$ cat src/hw/rtl/svm_pkg.sv
`timescale 1ns / 1ps
// ----------------------------------------------------------------------------
// svm_pkg
// Shared types and constants of the saturating voice mixer.
// ----------------------------------------------------------------------------
package svm_pkg;

  localparam int NUM_VOICES = 8;

  localparam logic [7:0]  VOICE_MASK      = 8'((1 << NUM_VOICES) - 1);
  localparam logic [10:0] MASTER_GAIN_MAX = 11'd1024;
  localparam logic [15:0] MIX_MAX         = 16'h7fff;
  localparam logic [15:0] MIX_MIN         = 16'h8000;

  // serial multiplier geometry
  localparam int MUL_A_W = 19;
  localparam int MUL_B_W = 16;
  localparam int SCALE_W = 20;
  localparam logic [4:0] GAIN_STEPS  = 5'd8;
  localparam logic [4:0] SCALE_STEPS = 5'd16;

  // configuration register indexes
  localparam logic [2:0] CFG_VOICE_GAIN  = 3'd0;
  localparam logic [2:0] CFG_MASTER_GAIN = 3'd1;
  localparam logic [2:0] CFG_MASTER_PAUSE = 3'd2;
  localparam logic [2:0] CFG_VOICE_PAUSE = 3'd3;

  // request function codes
  localparam logic [1:0] FUNC_SAMPLE   = 2'd0;
  localparam logic [1:0] FUNC_ATTACH   = 2'd1;
  localparam logic [1:0] FUNC_STOP     = 2'd2;
  localparam logic [1:0] FUNC_STOP_ALL = 2'd3;

  typedef enum logic [2:0] {
    S_IDLE,
    S_GLOAD,
    S_GRUN,
    S_SLOAD,
    S_SRUN,
    S_ACC,
    S_EMIT
  } svm_state_t;

  typedef struct packed {
    logic busy;
    logic done;
  } svm_mul_stat_t;

  typedef struct packed {
    logic add_en;
    logic finish;
    logic silent;
    logic neg;
  } svm_acc_ctrl_t;

endpackage

$ cat src/hw/rtl/saturating_voice_mixer.sv
`timescale 1ns / 1ps
// ----------------------------------------------------------------------------
// saturating_voice_mixer
// Mixes up to eight gain-scaled voices into one saturated 16-bit stream.
// ----------------------------------------------------------------------------
// usage:
//   in_ channel takes one request per voice sample or voice event; the
//   request flagged in_frame_last closes an output position and yields one
//   result on the out_ channel (mix and a flag that a voice contributed).
//   cfg_ channel writes gain table, master gain, master pause and pause mask;
//   write only while no request is in flight.
//   an eligible sample passes through a load state, a run in which the serial
//   multiplier forms voice gain times master gain, a second load state, a run
//   scaling the sample magnitude one bit per cycle, a state that adds and
//   saturates and a finish state, then the next request can be taken; a
//   closing result is registered from the finish state. events and skipped
//   samples go from acceptance straight to the finish state, which registers
//   their result. one request is worked at a time.
//   a closing request puts its result in the output register; the next
//   request is taken while that result waits. if the receiver stalls and a
//   second result is due, the block holds in its finish cycle until the
//   output register frees.
//   reset returns default gains, clears the mix and deactivates all voices.
// ----------------------------------------------------------------------------
module saturating_voice_mixer
  import svm_pkg::*;
(
  input  logic               clk,
  input  logic               rst_n,
  input  logic               in_valid,
  output logic               in_stall,
  input  logic [1:0]         in_func,
  input  logic [2:0]         in_voice_number,
  input  logic signed [15:0] in_voice_sample,
  input  logic               in_source_done,
  input  logic               in_frame_last,
  output logic               out_valid,
  input  logic               out_stall,
  output logic signed [15:0] out_mixed_sample,
  output logic               out_any_voice_mixed,
  input  logic               cfg_valid,
  output logic               cfg_ready,
  input  logic [2:0]         cfg_index,
  input  logic [63:0]        cfg_data
);

  svm_state_t state_r, state_nxt;

  logic [63:0] voice_gain_r;
  logic [10:0] master_gain_r;
  logic        master_pause_r;
  logic [7:0]  voice_pause_r;
  logic [7:0]  active_r;

  logic [15:0] mag_r;
  logic        neg_r;
  logic [7:0]  vg_r;
  logic [10:0] mg_r;
  logic        last_r;

  logic        in_acc;
  logic        in_range;
  logic [7:0]  vbit;
  logic [7:0]  vg_sel;
  logic [10:0] mg_eff;
  logic        ok;
  logic        elig;

  logic               mul_start;
  logic [4:0]         mul_steps;
  logic [MUL_A_W-1:0] mul_a;
  logic [MUL_B_W-1:0] mul_b;
  svm_mul_stat_t      mul_stat;
  logic [MUL_A_W-1:0] prod_hi;
  logic [MUL_B_W-1:0] prod_lo;
  svm_acc_ctrl_t      acc_ctrl;
  logic               out_free;

  assign cfg_ready = 1'b1;
  assign in_acc    = in_valid && !in_stall;

  assign in_range = {1'b0, in_voice_number} < 4'(NUM_VOICES);
  assign vbit     = in_range ? (8'd1 << in_voice_number) : 8'd0;
  assign vg_sel   = voice_gain_r[{in_voice_number, 3'b000} +: 8];
  assign mg_eff   = (master_gain_r > MASTER_GAIN_MAX) ? MASTER_GAIN_MAX : master_gain_r;
  assign ok       = (in_func == FUNC_SAMPLE) && in_range && !master_pause_r &&
                    (mg_eff != 11'd0) && ((active_r & vbit) != 8'd0) &&
                    ((voice_pause_r & vbit) == 8'd0) && (vg_sel != 8'd0);
  assign elig     = ok && !in_source_done;

  always_ff @(posedge clk) begin
    if (!rst_n) begin
      voice_gain_r   <= 64'd4629771061636907072;
      master_gain_r  <= 11'd256;
      master_pause_r <= 1'b0;
      voice_pause_r  <= 8'd0;
    end else if (cfg_valid && cfg_ready) begin
      case (cfg_index)
        CFG_VOICE_GAIN:   voice_gain_r   <= cfg_data;
        CFG_MASTER_GAIN:  master_gain_r  <= cfg_data[10:0];
        CFG_MASTER_PAUSE: master_pause_r <= cfg_data[0];
        CFG_VOICE_PAUSE:  voice_pause_r  <= cfg_data[7:0];
        default: ;
      endcase
    end
  end

  // voice events and source-done take effect at acceptance
  always_ff @(posedge clk) begin
    if (!rst_n) begin
      active_r <= '0;
    end else if (in_acc) begin
      case (in_func)
        FUNC_SAMPLE: begin
          if (ok && in_source_done) begin
            active_r <= active_r & ~vbit;
          end
        end
        FUNC_ATTACH:   active_r <= (active_r | vbit) & VOICE_MASK;
        FUNC_STOP:     active_r <= active_r & ~vbit;
        FUNC_STOP_ALL: active_r <= '0;
        default:       active_r <= active_r;
      endcase
    end
  end

  always_ff @(posedge clk) begin
    if (in_acc) begin
      mag_r  <= in_voice_sample[15] ? (~in_voice_sample + 16'd1) : in_voice_sample;
      neg_r  <= in_voice_sample[15];
      vg_r   <= vg_sel;
      mg_r   <= mg_eff;
      last_r <= in_frame_last;
    end
  end

  always_ff @(posedge clk) begin
    if (!rst_n) begin
      state_r <= S_IDLE;
    end else begin
      state_r <= state_nxt;
    end
  end

  always_comb begin
    state_nxt = state_r;
    case (state_r)
      S_IDLE: begin
        if (in_acc) begin
          state_nxt = elig ? S_GLOAD : S_EMIT;
        end
      end
      S_GLOAD: state_nxt = S_GRUN;
      S_GRUN: begin
        if (mul_stat.done) begin
          state_nxt = S_SLOAD;
        end
      end
      S_SLOAD: state_nxt = S_SRUN;
      S_SRUN: begin
        if (mul_stat.done) begin
          state_nxt = S_ACC;
        end
      end
      S_ACC: state_nxt = S_EMIT;
      S_EMIT: begin
        if (!last_r || out_free) begin
          state_nxt = S_IDLE;
        end
      end
      default: state_nxt = S_IDLE;
    endcase
  end

  always_comb begin
    in_stall        = 1'b1;
    mul_start       = 1'b0;
    mul_steps       = GAIN_STEPS;
    mul_a           = {{(MUL_A_W-11){1'b0}}, mg_r};
    mul_b           = {{(MUL_B_W-8){1'b0}}, vg_r};
    acc_ctrl.add_en = 1'b0;
    acc_ctrl.finish = 1'b0;
    acc_ctrl.silent = master_pause_r || (mg_eff == 11'd0);
    acc_ctrl.neg    = neg_r;
    case (state_r)
      S_IDLE:  in_stall = 1'b0;
      S_GLOAD: mul_start = 1'b1;
      S_SLOAD: begin
        // gain product sits in prod_hi[10:0] and prod_lo[15:8] after eight steps
        mul_start = 1'b1;
        mul_steps = SCALE_STEPS;
        mul_a     = {prod_hi[10:0], prod_lo[15:8]};
        mul_b     = mag_r;
      end
      S_ACC:  acc_ctrl.add_en = 1'b1;
      S_EMIT: acc_ctrl.finish = last_r && out_free;
      default: ;
    endcase
  end

  svm_ser_mul u_mul (
    .clk     (clk),
    .rst_n   (rst_n),
    .start   (mul_start),
    .steps   (mul_steps),
    .a_in    (mul_a),
    .b_in    (mul_b),
    .stat    (mul_stat),
    .prod_hi (prod_hi),
    .prod_lo (prod_lo)
  );

  // scaled magnitude is the product shifted down by 14
  svm_mix_acc u_acc (
    .clk                 (clk),
    .rst_n               (rst_n),
    .ctrl                (acc_ctrl),
    .scaled              ({prod_hi[17:0], prod_lo[15:14]}),
    .out_stall           (out_stall),
    .out_free            (out_free),
    .out_valid           (out_valid),
    .out_mixed_sample    (out_mixed_sample),
    .out_any_voice_mixed (out_any_voice_mixed)
  );

  a_mul_busy_state: assert property (@(posedge clk) disable iff (!rst_n)
    mul_stat.busy |-> (state_r == S_GRUN || state_r == S_SRUN))
    else $error("multiplier busy outside its run states");

  a_skip_to_emit: assert property (@(posedge clk) disable iff (!rst_n)
    (in_acc && !elig) |=> (state_r == S_EMIT))
    else $error("skipped request did not go straight to finish");

  a_result_from_emit: assert property (@(posedge clk) disable iff (!rst_n)
    $rose(out_valid) |-> $past(state_r == S_EMIT && last_r))
    else $error("result raised outside a closing request");

  a_pause_silent: assert property (@(posedge clk) disable iff (!rst_n)
    ($rose(out_valid) && $past(master_pause_r)) |->
      (out_mixed_sample == 16'sd0 && !out_any_voice_mixed))
    else $error("paused frame produced sound");

endmodule

$ cat src/hw/rtl/svm_ser_mul.sv
`timescale 1ns / 1ps
// ----------------------------------------------------------------------------
// svm_ser_mul
// Bit-serial shift-add multiplier, one multiplier bit per cycle.
// ----------------------------------------------------------------------------
module svm_ser_mul
  import svm_pkg::*;
(
  input  logic                 clk,
  input  logic                 rst_n,
  input  logic                 start,
  input  logic [4:0]           steps,
  input  logic [MUL_A_W-1:0]   a_in,
  input  logic [MUL_B_W-1:0]   b_in,
  output svm_mul_stat_t        stat,
  output logic [MUL_A_W-1:0]   prod_hi,
  output logic [MUL_B_W-1:0]   prod_lo
);

  logic [MUL_A_W-1:0] a_r;
  logic [MUL_A_W-1:0] hi_r;
  logic [MUL_B_W-1:0] lo_r;
  logic [4:0]         cnt_r;
  logic               busy_r;
  logic [MUL_A_W:0]   sum_nxt;

  assign sum_nxt = {1'b0, hi_r} + (lo_r[0] ? {1'b0, a_r} : '0);

  always_ff @(posedge clk) begin
    if (!rst_n) begin
      busy_r <= 1'b0;
      cnt_r  <= '0;
    end else if (start) begin
      busy_r <= 1'b1;
      cnt_r  <= steps;
    end else if (busy_r) begin
      cnt_r <= cnt_r - 5'd1;
      if (cnt_r == 5'd1) begin
        busy_r <= 1'b0;
      end
    end
  end

  // product shifts right as the multiplier bits are consumed
  always_ff @(posedge clk) begin
    if (start) begin
      a_r  <= a_in;
      hi_r <= '0;
      lo_r <= b_in;
    end else if (busy_r) begin
      hi_r <= sum_nxt[MUL_A_W:1];
      lo_r <= {sum_nxt[0], lo_r[MUL_B_W-1:1]};
    end
  end

  assign stat.busy = busy_r;
  assign stat.done = busy_r && (cnt_r == 5'd1);
  assign prod_hi   = hi_r;
  assign prod_lo   = lo_r;

endmodule

$ cat src/hw/rtl/svm_mix_acc.sv
`timescale 1ns / 1ps
// ----------------------------------------------------------------------------
// svm_mix_acc
// Saturating running mix, contribution flag and result register.
// ----------------------------------------------------------------------------
module svm_mix_acc
  import svm_pkg::*;
(
  input  logic                 clk,
  input  logic                 rst_n,
  input  svm_acc_ctrl_t        ctrl,
  input  logic [SCALE_W-1:0]   scaled,
  input  logic                 out_stall,
  output logic                 out_free,
  output logic                 out_valid,
  output logic signed [15:0]   out_mixed_sample,
  output logic                 out_any_voice_mixed
);

  logic [15:0]        mix_r;
  logic               contrib_r;
  logic               out_valid_r;
  logic [15:0]        mixed_r;
  logic               any_r;
  logic signed [21:0] term;
  logic signed [21:0] sum_nxt;
  logic [15:0]        mix_nxt;

  assign term    = ctrl.neg ? -$signed({2'b00, scaled}) : $signed({2'b00, scaled});
  assign sum_nxt = $signed({{6{mix_r[15]}}, mix_r}) + term;

  always_comb begin
    if (sum_nxt > $signed({{6{MIX_MAX[15]}}, MIX_MAX})) begin
      mix_nxt = MIX_MAX;
    end else if (sum_nxt < $signed({{6{MIX_MIN[15]}}, MIX_MIN})) begin
      mix_nxt = MIX_MIN;
    end else begin
      mix_nxt = sum_nxt[15:0];
    end
  end

  assign out_free = !out_valid_r || !out_stall;

  always_ff @(posedge clk) begin
    if (!rst_n) begin
      mix_r       <= '0;
      contrib_r   <= 1'b0;
      out_valid_r <= 1'b0;
    end else begin
      if (ctrl.add_en) begin
        mix_r     <= mix_nxt;
        contrib_r <= 1'b1;
      end else if (ctrl.finish) begin
        mix_r     <= '0;
        contrib_r <= 1'b0;
      end
      if (ctrl.finish && !ctrl.add_en) begin
        out_valid_r <= 1'b1;
      end else if (out_valid_r && !out_stall) begin
        out_valid_r <= 1'b0;
      end
    end
  end

  always_ff @(posedge clk) begin
    if (ctrl.finish && !ctrl.add_en) begin
      mixed_r <= ctrl.silent ? 16'h0000 : mix_r;
      any_r   <= ctrl.silent ? 1'b0 : contrib_r;
    end
  end

  assign out_valid           = out_valid_r;
  assign out_mixed_sample    = mixed_r;
  assign out_any_voice_mixed = any_r;

endmodule

$ cat config.mk
export PLATFORM = sky130hd
export DESIGN_NAME = saturating_voice_mixer
export DESIGN_NICKNAME = d
export VERILOG_FILES = /design/src/hw/rtl/svm_pkg.sv /design/src/hw/rtl/saturating_voice_mixer.sv /design/src/hw/rtl/svm_ser_mul.sv /design/src/hw/rtl/svm_mix_acc.sv
export SDC_FILE = /design/constraint.sdc
export NUM_CORES = 1
export LEC_CHECK = 0
export BUFFER_PORTS_ARGS = -buffer_cell sky130_fd_sc_hd__buf_2
export CORE_ASPECT_RATIO = 1.5
export CORE_UTILIZATION = 46
export CTS_BUF_LIST = sky130_fd_sc_hd__clkbuf_8
export CTS_CLUSTER_DIAMETER = 40
export DETAILED_ROUTE_END_ITERATION = 10
export PLACE_DENSITY_LB_ADDON = 0.25
export SLEW_MARGIN = 40
export SYNTH_ARGS = -nofsm -noshare
export SYNTH_HDL_FRONTEND = slang
export SYNTH_HIERARCHICAL = 1
export SYNTH_SLANG_ARGS = --single-unit
$ cat constraint.sdc
create_clock -name clk -period 10.47 [get_ports clk]
set_input_delay 2.094 -clock clk [delete_from_list [all_inputs] [get_ports clk]]
set_output_delay 2.094 -clock clk [all_outputs]
set_load 0.02 [all_outputs]
## Yosys cells after proc, flatten, opt, wreduce, memory -nomap -nowiden

Cells that the tools add are included.
Widths: inputs -> output; s select.

| operators by class | value |
|---|---|
| $add $sub $neg | 5 |
| bitwise logic cells | 6 |
| eq/ne operators | 18 |
| reductions and logical operators | 39 |
| muxes and demuxes | 34 |
| shift operators | 2 |
| magnitude comparators | 3 |

Operators by type and width:

| operator | count |
|---|---|
| $mux 16 | 7 |
| $shiftx 64x7->8 | 1 |
| $pmux 8 s4 | 1 |
| $and 8x8->8 | 3 |
| $add 16x22->22 | 1 |
| $gt 22x16->1 const B | 1 |
| $lt 22x16->1 const B | 1 |
| $mux 11 | 2 |
| $mux 22 | 1 |
| $neg 20->22 | 1 |
| $pmux 3 s7 | 1 |
| $add 19x19->20 | 1 |
| $mux 19 | 1 |
| $add 16x1->16 const B | 1 |
| $not 16->16 | 1 |
| $reduce_bool 8->1 | 2 |
| $mux 15 | 1 |
| $mux 3 | 5 |
| $mux 5 | 3 |
| $eq 3x2->1 const B | 4 |
| $logic_and 1x1->1 | 12 |
| $gt 11x11->1 const B | 1 |
| $logic_not 11->1 | 1 |
| $mux 1 | 11 |
| 22 further kinds | 43 |

| word-level totals | value |
|---|---|
| flip-flop bits (word level) | 227 |
| input port bits | 95 |

## Depth between registers and ports, before layout

Gate-level depths: netlist (run 1).

| depth | value |
|---|---|
| depth in word-level cells | 11 |
| depth in mapped cells | 18 |
| depth with buffers taken out | 15 |

## Modules after synthesis

The synthesis (run 1) kept the hierarchy.

By module, submodules not included:

| module | area each (µm²) | cells each | seq. area each (µm²) | times used |
|---|---|---|---|---|
| saturating_voice_mixer | 6218.5 | 711 | 3012.9 | 1 |
| svm_mix_acc | 3333.2 | 406 | 870.8 | 1 |
| svm_ser_mul | 3260.6 | 309 | 1551.5 | 1 |

## Worst setup path after synthesis (run 1)

No wires, ideal clock.

| timing path | value |
|---|---|
| path kind | input-to-reg |
| start | input in_valid |
| end | register active_r[0] |
| arrival time | 4.552 ns |
| library setup time | 0.135 ns |
| path slack | 5.784 ns |
| path buffers | 1 |
| stages | 5 |
| cell sequence | inv_1 > nor2_1 > and2_4 > buf_6 > a211oi_2 |

| on the way | value |
|---|---|
| longest elaborated chain between the ends | 2 |

RTL lines:

| what | line | text |
|---|---|---|
| from (decl) | saturating_voice_mixer.sv:30 | `input logic in_valid,` |
| $logic_and 1x1->1 | saturating_voice_mixer.sv:80 | `assign in_acc = in_valid && !in_stall;` |
| net in_acc | saturating_voice_mixer.sv:61 | `logic in_acc;` |
| $reduce_and 2->1 (no source line) | n/a |  |
| to (signal assigned) | saturating_voice_mixer.sv:116 | `active_r <= active_r & ~vbit;` |
| to (signal assigned) | saturating_voice_mixer.sv:119 | `FUNC_ATTACH: active_r <= (active_r \| vbit) & VOICE_MASK;` |
| to (signal assigned) | saturating_voice_mixer.sv:120 | `FUNC_STOP: active_r <= active_r & ~vbit;` |
| to (decl) | saturating_voice_mixer.sv:53 | `logic [7:0] active_r;` |

The timed path passes the listed nets, and every way through them passes these cells.
A chain may end at the register's enable or synchronous reset.

## Worst setup path after layout (run 1)

| timing path | value |
|---|---|
| start | register u_mul.hi_r[1] (netlist: u_mul/prod_hi[1]) |
| end | register u_acc.mix_r[4] |

| on the way | value |
|---|---|
| longest elaborated chain between the ends | 7 |
| elaborated cells between the ends (all ways) | 8 |
| classes of those cells | add/sub: 2; order compare: 2; mux: 4 |

RTL lines:

| what | line | text |
|---|---|---|
| from (decl) | svm_ser_mul.sv:21 | `logic [MUL_A_W-1:0] hi_r;` |
| from (signal assigned) | svm_ser_mul.sv:51 | `hi_r <= sum_nxt[MUL_A_W:1];` |
| $neg 20->22 | svm_mix_acc.sv:29 | `assign term = ctrl.neg ? -$signed({2'b00, scaled}) : $signed({2'b00, scaled});` |
| $mux 22 * | svm_mix_acc.sv:29 |  |
| $add 16x22->22 * | svm_mix_acc.sv:30 | `assign sum_nxt = $signed({{6{mix_r[15]}}, mix_r}) + term;` |
| $lt 22x16->1 | svm_mix_acc.sv:35 | `end else if (sum_nxt < $signed({{6{MIX_MIN[15]}}, MIX_MIN})) begin` |
| $mux 16 | svm_mix_acc.sv:35 |  |
| $mux 16 * | svm_mix_acc.sv:33 | `if (sum_nxt > $signed({{6{MIX_MAX[15]}}, MIX_MAX})) begin` |
| $mux 16 * | svm_mix_acc.sv:50 | `if (ctrl.add_en) begin` |
| to (signal assigned) | svm_mix_acc.sv:51 | `mix_r <= mix_nxt;` |
| to (decl) | svm_mix_acc.sv:20 | `logic [15:0] mix_r;` |

Mark *: on every way between the ends. The rest lies on a longest branch, timed or not.

==> impl_metrics.prom, run 1 <==
# TYPE chip_impl_metric gauge
chip_impl_metric{name="power.density_cell_area",unit="nW/um^2"} 156
chip_impl_metric{name="post_cts_hold_buffer_count",unit=""} 0
chip_impl_metric{name="initial_antenna_violation_count",unit=""} 0
chip_impl_metric{name="gr-usage-met3",unit=""} 0.0276
chip_impl_metric{name="regArea",unit="um^2"} 5440
chip_impl_metric{name="clock_sink_count",unit=""} 227
chip_impl_info{name="critical-path-top-cell-by-count",value="o41ai_1"} 1
chip_impl_metric{name="layout_worst_path_cycle_share",unit=""} 0.433
chip_impl_metric{name="chipHeight",unit="um"} 206
chip_impl_metric{name="grt_pass1_vias",unit=""} 10205
chip_impl_metric{name="core_region_area",unit="um^2"} 27300
chip_impl_metric{name="overflow",unit=""} 0
chip_impl_metric{name="period_needed",unit="ns"} 4.53
chip_impl_metric{name="die_w",unit="um"} 138
chip_impl_metric{name="vdd_drop_max",unit="uV"} 108
chip_impl_metric{name="ys_warn_count",unit=""} 6
chip_impl_metric{name="placed_cells",unit=""} 1814
chip_impl_info{name="worst-setup-path-type",value="reg2reg"} 1
chip_impl_metric{name="cap_violations",unit=""} 0
chip_impl_metric{name="routed-via-count",unit=""} 10659
chip_impl_info{name="failed_checks",value="DRC"} 1
chip_impl_metric{name="layoutNonFillerInstCount",unit=""} 1881
chip_impl_metric{name="filler_cell_count",unit=""} 2565
chip_impl_metric{name="clock_skew",unit="ns"} 0.0252
chip_impl_metric{name="area_of_the_multi_input_gates",unit="um^2"} 6910
chip_impl_info{name="worstSetupEndpointType",value="flip-flop"} 1
chip_impl_metric{name="clock_tree.htree_level_count",unit=""} 2
chip_impl_info{name="tritoncts_clock_tree",value="yes"} 1
chip_impl_info{name="root_buffer",value="clkbuf_8"} 1
chip_impl_metric{name="pin_count_of_the_biggest_net_entering_global_routing",unit=""} 84
chip_impl_metric{name="final_max_slew_viol_count",unit=""} 0
chip_impl_info{name="rsz_0062_raised_after_global_routing",value="false"} 1
chip_impl_metric{name="area_delta_synth_final",unit="%"} 11.9
chip_impl_metric{name="cts_buffers",unit=""} 37
chip_impl_metric{name="global_placer_s_final_weighted_congestion",unit=""} 0.864
chip_impl_metric{name="fin_total_pwr",unit="W"} 0.00223
chip_impl_metric{name="global_route.usage.met1",unit=""} 0.237
chip_impl_metric{name="final-hold-violation-count",unit=""} 0
chip_impl_metric{name="cts.repair_timing.setup_buffer_count",unit=""} 0
chip_impl_metric{name="place_hpwl",unit="mm"} 22.8
chip_impl_metric{name="setup-tns-final",unit="ns"} 0
chip_impl_metric{name="boundaryPins",unit=""} 115
chip_impl_metric{name="cts.clk_slew.worst_paths",unit="ns"} 0.07
chip_impl_metric{name="antenna_violating_nets_post_route",unit=""} 0
chip_impl_info{name="crit_chain",value="nor3_1, nand3_1, o41ai_1, xnor2_1, ha_1, and3_1, a221oi_1, a211oi_1, a21o_1, o21bai_1, o211ai_1, buf_4, o41ai_1, o221ai_1"} 1
chip_impl_info{name="crit_slowest_cell",value="a221oi_1"} 1
chip_impl_metric{name="drt-initial-drc-count",unit=""} 638
chip_impl_metric{name="critPathRequiredTime",unit="ns"} 10.86
chip_impl_metric{name="crit_path_max_incr_delay",unit="ns"} 0.58
chip_impl_metric{name="ctsResizeCount",unit=""} 0
chip_impl_info{name="run_status",value="complete, but fails checks"} 1
chip_impl_metric{name="insertedDiodeCount",unit=""} 0
chip_impl_metric{name="design.final.nets",unit=""} 1655
chip_impl_metric{name="routed_wl",unit="mm"} 31.9
chip_impl_metric{name="placement_rows",unit=""} 74
chip_impl_metric{name="clock_insertion_delay_worst_skew",unit="ns"} 0.55
chip_impl_metric{name="timing_worst_slew_pin_value",unit="ns"} 0.819
chip_impl_info{name="min_path_type",value="reg2reg"} 1
chip_impl_metric{name="post_route_cells_drive_above_1_share",unit=""} 0.160
chip_impl_metric{name="area_enclosed_by_the_die_boundary",unit="um^2"} 28500
chip_impl_metric{name="start_util",unit=""} 0.469
chip_impl_metric{name="post_synth_inst_count",unit=""} 1425
chip_impl_metric{name="setup_viol",unit=""} 0
chip_impl_metric{name="synth_area",unit="um^2"} 12800
chip_impl_metric{name="grt_first_pass_wirelength",unit="mm"} 50.7
chip_impl_metric{name="ctsLongestPathBuffers",unit=""} 3
chip_impl_metric{name="crit_fanout",unit=""} 15
chip_impl_metric{name="maxClockFrequency",unit="MHz"} 221
chip_impl_metric{name="detail_route.wl_per_cell",unit="um"} 17.0
chip_impl_metric{name="grt_use_met2",unit=""} 0.431
chip_impl_metric{name="global_route.usage.total",unit=""} 0.222
chip_impl_metric{name="critical_path_data_arrival_time",unit="ns"} 4.92
chip_impl_metric{name="vias_per_cell",unit=""} 5.67
chip_impl_metric{name="drt_drc_violations_left",unit=""} 2
chip_impl_metric{name="dr.pass1.iters",unit=""} 8
chip_impl_metric{name="port_buffers",unit=""} 113
chip_impl_metric{name="power.static_leakage",unit="nW"} 5.53
chip_impl_metric{name="post_synth.cell_area_avg",unit="um^2"} 8.99
chip_impl_info{name="startpoint_class_of_the_critical_path",value="flip-flop"} 1
chip_impl_info{name="globalRoute.busiestLayer",value="met2"} 1
chip_impl_metric{name="max-slew-margin-rel",unit=""} 0.453
report_power, final:
group          total [W]  internal (W)  switching, W
registers        0.00101      0.000963     0.0000492
logic           0.000419      0.000160      0.000259
clock network   0.000800      0.000432      0.000368
total            0.00223       0.00156      0.000676
path summary, 6_finish.rpt:
path         cells after the start              from               end  slack (ns)
max                             14  u_mul/prod_hi[1]    u_acc/mix_r[4]        5.94
min                              2  voice_gain_r[37]  voice_gain_r[37]        0.45
max reg2reg                     14  u_mul/prod_hi[1]    u_acc/mix_r[4]        5.94
min reg2reg                      2  voice_gain_r[37]  voice_gain_r[37]        0.45
critical path: cells and delay by family (launching register included):
family / cells / cell delay (ns)
DFF: 1 / 0.41
xor gates and xnor gates: 1 / 0.17
AOI/OAI and AO/OA: 8 / 2.26
and+or+nand+nor: 3 / 0.95
adders and majority gates: 1 / 0.33
buffers and inverters: 1 / 0.23
cell usage in the layout (no fill, tap or decap), drive strengths merged, types with 10 or more instances in the layout:
cell type and count:
a211oi 16, a21o 11, a21oi 123, and2 30, and3 25, buf 123, clkbuf 40, clkinv 12
dfxtp 138, edfxtp 89, ha 47, inv 49, mux2 19, mux2i 12, mux4 14, nand2 333
nand2b 13, nand3 42, nor2 56, nor2b 38, nor3 20, nor4 10, o21ai 46, o221ai 15
o31ai 30, o41ai 22, xnor2 46, xor2 12
state kept, by name, indices dropped and copies added, names as in the netlist:
| signal | count |
|---|---|
| active_r | 8 |
| u_mul/cnt_r | 5 |
| u_mul/busy_r | 1 |
| u_mul/a_r | 19 |
| mg_r | 11 |
| voice_pause_r | 8 |
| u_acc/out_any_voice_mixed | 1 |
| u_acc/out_mixed_sample | 16 |
| u_acc/mix_r | 16 |
| voice_gain_r | 64 |
| last_r | 1 |
| mag_r | 16 |
| u_acc/out_valid | 1 |
| u_acc/contrib_r | 1 |
| vg_r | 8 |
| master_gain_r | 11 |
| state_r | 3 |
| u_mul/prod_lo | 16 |
| u_mul/prod_hi | 19 |
| master_pause_r | 1 |
| neg_r | 1 |
metrics by stage:
step | hold slack (ns) | util | instance area (um^2) | setup WS [ns]
floorplan | 0.432 | - | 12800 | 5.78
global placement | 0.441 | 0.496 | 13500 | 5.77
detailed placement | 0.446 | 0.496 | 13600 | 5.74
CTS | 0.455 | 0.524 | 14300 | 5.98
global route | 0.470 | 0.524 | 14300 | 5.48
finish | 0.452 | 0.524 | 14300 | 5.94
routing by layer:
layer  part of all wire  wire (um)
met1               0.38      12200
met2               0.55      17500
met3              0.033       1060
met4              0.037       1190
met5                  0          0
cell type report:
class	count	area share
inverters	39	0.0102
clock inverters	27	0.0147
well taps	342	0.0299
repair buffers	123	0.0450
clock buffers	40	0.0384
multi-input cells	1083	0.482
flip-flops and latches	227	0.380
No activity file was read; power rests on OpenSTA's default activity.
==> run 2, diff against run 1 <==
==> constraint.sdc (replaced) <==
create_clock -name clk -period 4.2 [get_ports clk]
set_input_delay 0.84 -clock clk [delete_from_list [all_inputs] [get_ports clk]]
set_output_delay 0.84 -clock clk [all_outputs]
set_load 0.02 [all_outputs]
==> impl_metrics.prom, run 2 (synthesis gave the netlist of run 1 again) <==
# TYPE chip_impl_metric gauge
chip_impl_info{name="run_status",value="complete, but fails checks"} 1
chip_impl_info{name="failed_checks",value="DRC"} 1
chip_impl_metric{name="timing.reg2reg.worst_path_depth",unit=""} 13
chip_impl_metric{name="timing_worst_slew_pin_value",unit="ns"} 0.774
chip_impl_metric{name="initial_antenna_violation_count",unit=""} 0
chip_impl_metric{name="power.density_cell_area",unit="nW/um^2"} 386
chip_impl_info{name="startpoint_class_of_the_critical_path",value="flip-flop"} 1
chip_impl_info{name="top_signal_layer_used",value="met4"} 1
chip_impl_info{name="min_path_type",value="reg2reg"} 1
chip_impl_metric{name="max-slew-margin-rel",unit=""} 0.483
chip_impl_info{name="leading_cell_type_in_the_layout_fill_and_taps_excluded",value="nand2_1"} 1
chip_impl_metric{name="grt_first_pass_wirelength",unit="mm"} 52.0
chip_impl_metric{name="global_route.usage.total",unit=""} 0.228
chip_impl_metric{name="pin_count_of_the_biggest_net_entering_global_routing",unit=""} 85
chip_impl_metric{name="routed_wl",unit="mm"} 32.6
chip_impl_metric{name="post_cts_hold_buffer_count",unit=""} 0
chip_impl_metric{name="period_needed",unit="ns"} 3.94
chip_impl_metric{name="layout_worst_path_cycle_share",unit=""} 0.939
chip_impl_metric{name="regArea",unit="um^2"} 5440
chip_impl_metric{name="area_enclosed_by_the_die_boundary",unit="um^2"} 28500
chip_impl_metric{name="core_region_area",unit="um^2"} 27300
chip_impl_info{name="crit_slowest_cell",value="or4_4"} 1
chip_impl_info{name="worstSetupEndpointType",value="flip-flop"} 1
chip_impl_metric{name="critical_path_data_arrival_time",unit="ns"} 4.34
chip_impl_metric{name="setup_viol",unit=""} 0
chip_impl_metric{name="crit_path_max_incr_delay",unit="ns"} 0.58
chip_impl_metric{name="placement_rows",unit=""} 74
chip_impl_metric{name="ctsLongestPathBuffers",unit=""} 3
chip_impl_metric{name="cap_violations",unit=""} 0
chip_impl_metric{name="crit_fanout",unit=""} 15
chip_impl_metric{name="vias_per_cell",unit=""} 5.65
chip_impl_info{name="layout.cells.most_common_list",value="nand2_1, dfxtp_1, a21oi_1, buf_2, edfxtp_1"} 1
chip_impl_metric{name="power.static_leakage",unit="nW"} 5.74
chip_impl_metric{name="grt_pass1_vias",unit=""} 10445
chip_impl_metric{name="antenna_violating_nets_post_route",unit=""} 0
chip_impl_metric{name="vdd_drop_max",unit="uV"} 301
chip_impl_metric{name="design.final.nets",unit=""} 1688
chip_impl_metric{name="routed-wl-met2",unit="mm"} 17.7
chip_impl_metric{name="final-hold-violation-count",unit=""} 0
chip_impl_metric{name="cts_buffers",unit=""} 39
chip_impl_metric{name="met3_wl_post_dr",unit="mm"} 1.35
chip_impl_metric{name="area_delta_synth_final",unit="%"} 14.8
chip_impl_metric{name="place_hpwl",unit="mm"} 23.3
chip_impl_metric{name="detail_route.wl_per_cell",unit="um"} 17.0
chip_impl_metric{name="clock_sink_count",unit=""} 227
chip_impl_metric{name="worst_hold_path.num_cells",unit=""} 2
chip_impl_metric{name="layoutNonFillerInstCount",unit=""} 1917
chip_impl_metric{name="die_w",unit="um"} 138
chip_impl_metric{name="clock_tree.htree_level_count",unit=""} 2
chip_impl_info{name="worst-setup-path-type",value="reg2reg"} 1
chip_impl_metric{name="drt_drc_violations_left",unit=""} 2
chip_impl_metric{name="boundaryPins",unit=""} 115
chip_impl_metric{name="crit_buf_inv",unit=""} 1
chip_impl_metric{name="insertedDiodeCount",unit=""} 0
chip_impl_metric{name="dr.pass1.iters",unit=""} 7
chip_impl_metric{name="maxClockFrequency",unit="MHz"} 254
chip_impl_metric{name="final_max_slew_viol_count",unit=""} 0
chip_impl_metric{name="clock_insertion_delay_worst_skew",unit="ns"} 0.56
chip_impl_metric{name="filler_cell_count",unit=""} 2542
chip_impl_info{name="critical_path.top_delay_family",value="compound AO/OA/AOI/OAI gates"} 1
chip_impl_info{name="crit_chain",value="or4_4, o31ai_1, xnor2_1, ha_1, and3_2, a221oi_4, a211oi_1, a21o_1, o21bai_1, o211ai_1, buf_4, o41ai_1, o221ai_1"} 1
chip_impl_metric{name="drt-initial-drc-count",unit=""} 623
chip_impl_metric{name="port_buffers",unit=""} 113
chip_impl_metric{name="critPathRequiredTime",unit="ns"} 4.60
chip_impl_info{name="tritoncts_clock_tree",value="yes"} 1
chip_impl_metric{name="clock_skew",unit="ns"} 0.0188
chip_impl_metric{name="post_route_cells_drive_above_1_share",unit=""} 0.184
chip_impl_metric{name="overflow",unit=""} 0
chip_impl_metric{name="chipHeight",unit="um"} 206
chip_impl_metric{name="start_util",unit=""} 0.469
chip_impl_metric{name="detail_route.wirelength.met1",unit="mm"} 12.1
chip_impl_info{name="root_buffer",value="clkbuf_8"} 1
chip_impl_metric{name="routed-via-count",unit=""} 10836
chip_impl_info{name="largest-register",value="voice_gain_r"} 1
chip_impl_metric{name="largest_register_ffs",unit=""} 64
chip_impl_metric{name="area_of_the_multi_input_gates",unit="um^2"} 6980
chip_impl_metric{name="worst-path-stages",unit=""} 13
chip_impl_metric{name="setup-tns-final",unit="ns"} 0
chip_impl_metric{name="global_placer_s_final_weighted_congestion",unit=""} 0.903
chip_impl_metric{name="cts.clk_slew.worst_paths",unit="ns"} 0.06
chip_impl_metric{name="placed_cells",unit=""} 1841
==> run 2: cell types whose count changed in the layout (fill, tap and decap cells not counted), moves of 2 or more <==
cell / before / now
o41ai_2: 0 / 3
clkinv_4: 2 / 0
o31ai_1: 29 / 27
o41ai_1: 21 / 18
buf_4: 9 / 36
inv_6: 0 / 2
clkbuf_8: 40 / 42
buf_12: 0 / 2
o31ai_2: 1 / 3
inv_1: 46 / 51
==> run 2: cell type report <==
type	instances	share of cell area
clock inverter	30	0.0128
clock buffer	42	0.0393
timing repair buffer	154	0.0639
multi-input combinational	1083	0.475
sequential	227	0.370
inverter	39	0.00996
tap	342	0.0291
==> run 2: per-stage QoR <==
step | instance area, um^2 | power, W | setup WS (ns) | hold WS, ns | utilization
after global placement | 13800 | 0.00366 | 0.215 | 0.437 | 0.504
after detailed placement | 13800 | 0.00368 | 0.00969 | 0.443 | 0.504
final | 14700 | 0.00568 | 0.257 | 0.449 | 0.538
after floorplan | 12800 | 0.00331 | 0.305 | 0.432 | -
after CTS | 14500 | 0.00566 | 0.00664 | 0.425 | 0.532
after global routing | 14700 | 0.00596 | -0.0492 | 0.428 | 0.538
==> run 2: tightest hold or removal path: cells and delay by family, from the launching register on <==
family,cells,cell delay (ns)
AO/OA/AOI/OAI,1,0.05
flip-flops,1,0.30
AND/OR/NAND/NOR,1,0.05
==> run 2: final timing paths <==
check | start | slack (ns) | end
worst max-delay path | u_mul/prod_hi[9] | 0.26 | u_acc/mix_r[4]
worst min-delay path | voice_gain_r[43] | 0.45 | voice_gain_r[43]
worst max register to register | u_mul/prod_hi[9] | 0.26 | u_acc/mix_r[4]
worst min register to register | voice_gain_r[43] | 0.45 | voice_gain_r[43]
==> run 2: where the power goes <==
group	switching [W]	internal, W	total (W)
Combinational	0.000727	0.000481	0.00121
Clock	0.000919	0.00106	0.00198
Sequential	0.0000927	0.00240	0.00249
Total	0.00174	0.00394	0.00568
==> run 2: what timing repair did <==
item                                    in CTS  in global routing
buffers inserted                             0                  2
resized for setup                            0                 16
endpoints found under the setup margin       0                 15
==> run 2: metal layers <==
layer | vias to the layer above | track usage
met3 | 84 | 0.0373
met5 | - | 0
met1 | 5128 | 0.234
li1 | 5353 | -
met2 | 271 | 0.444
met4 | 0 | 0.120
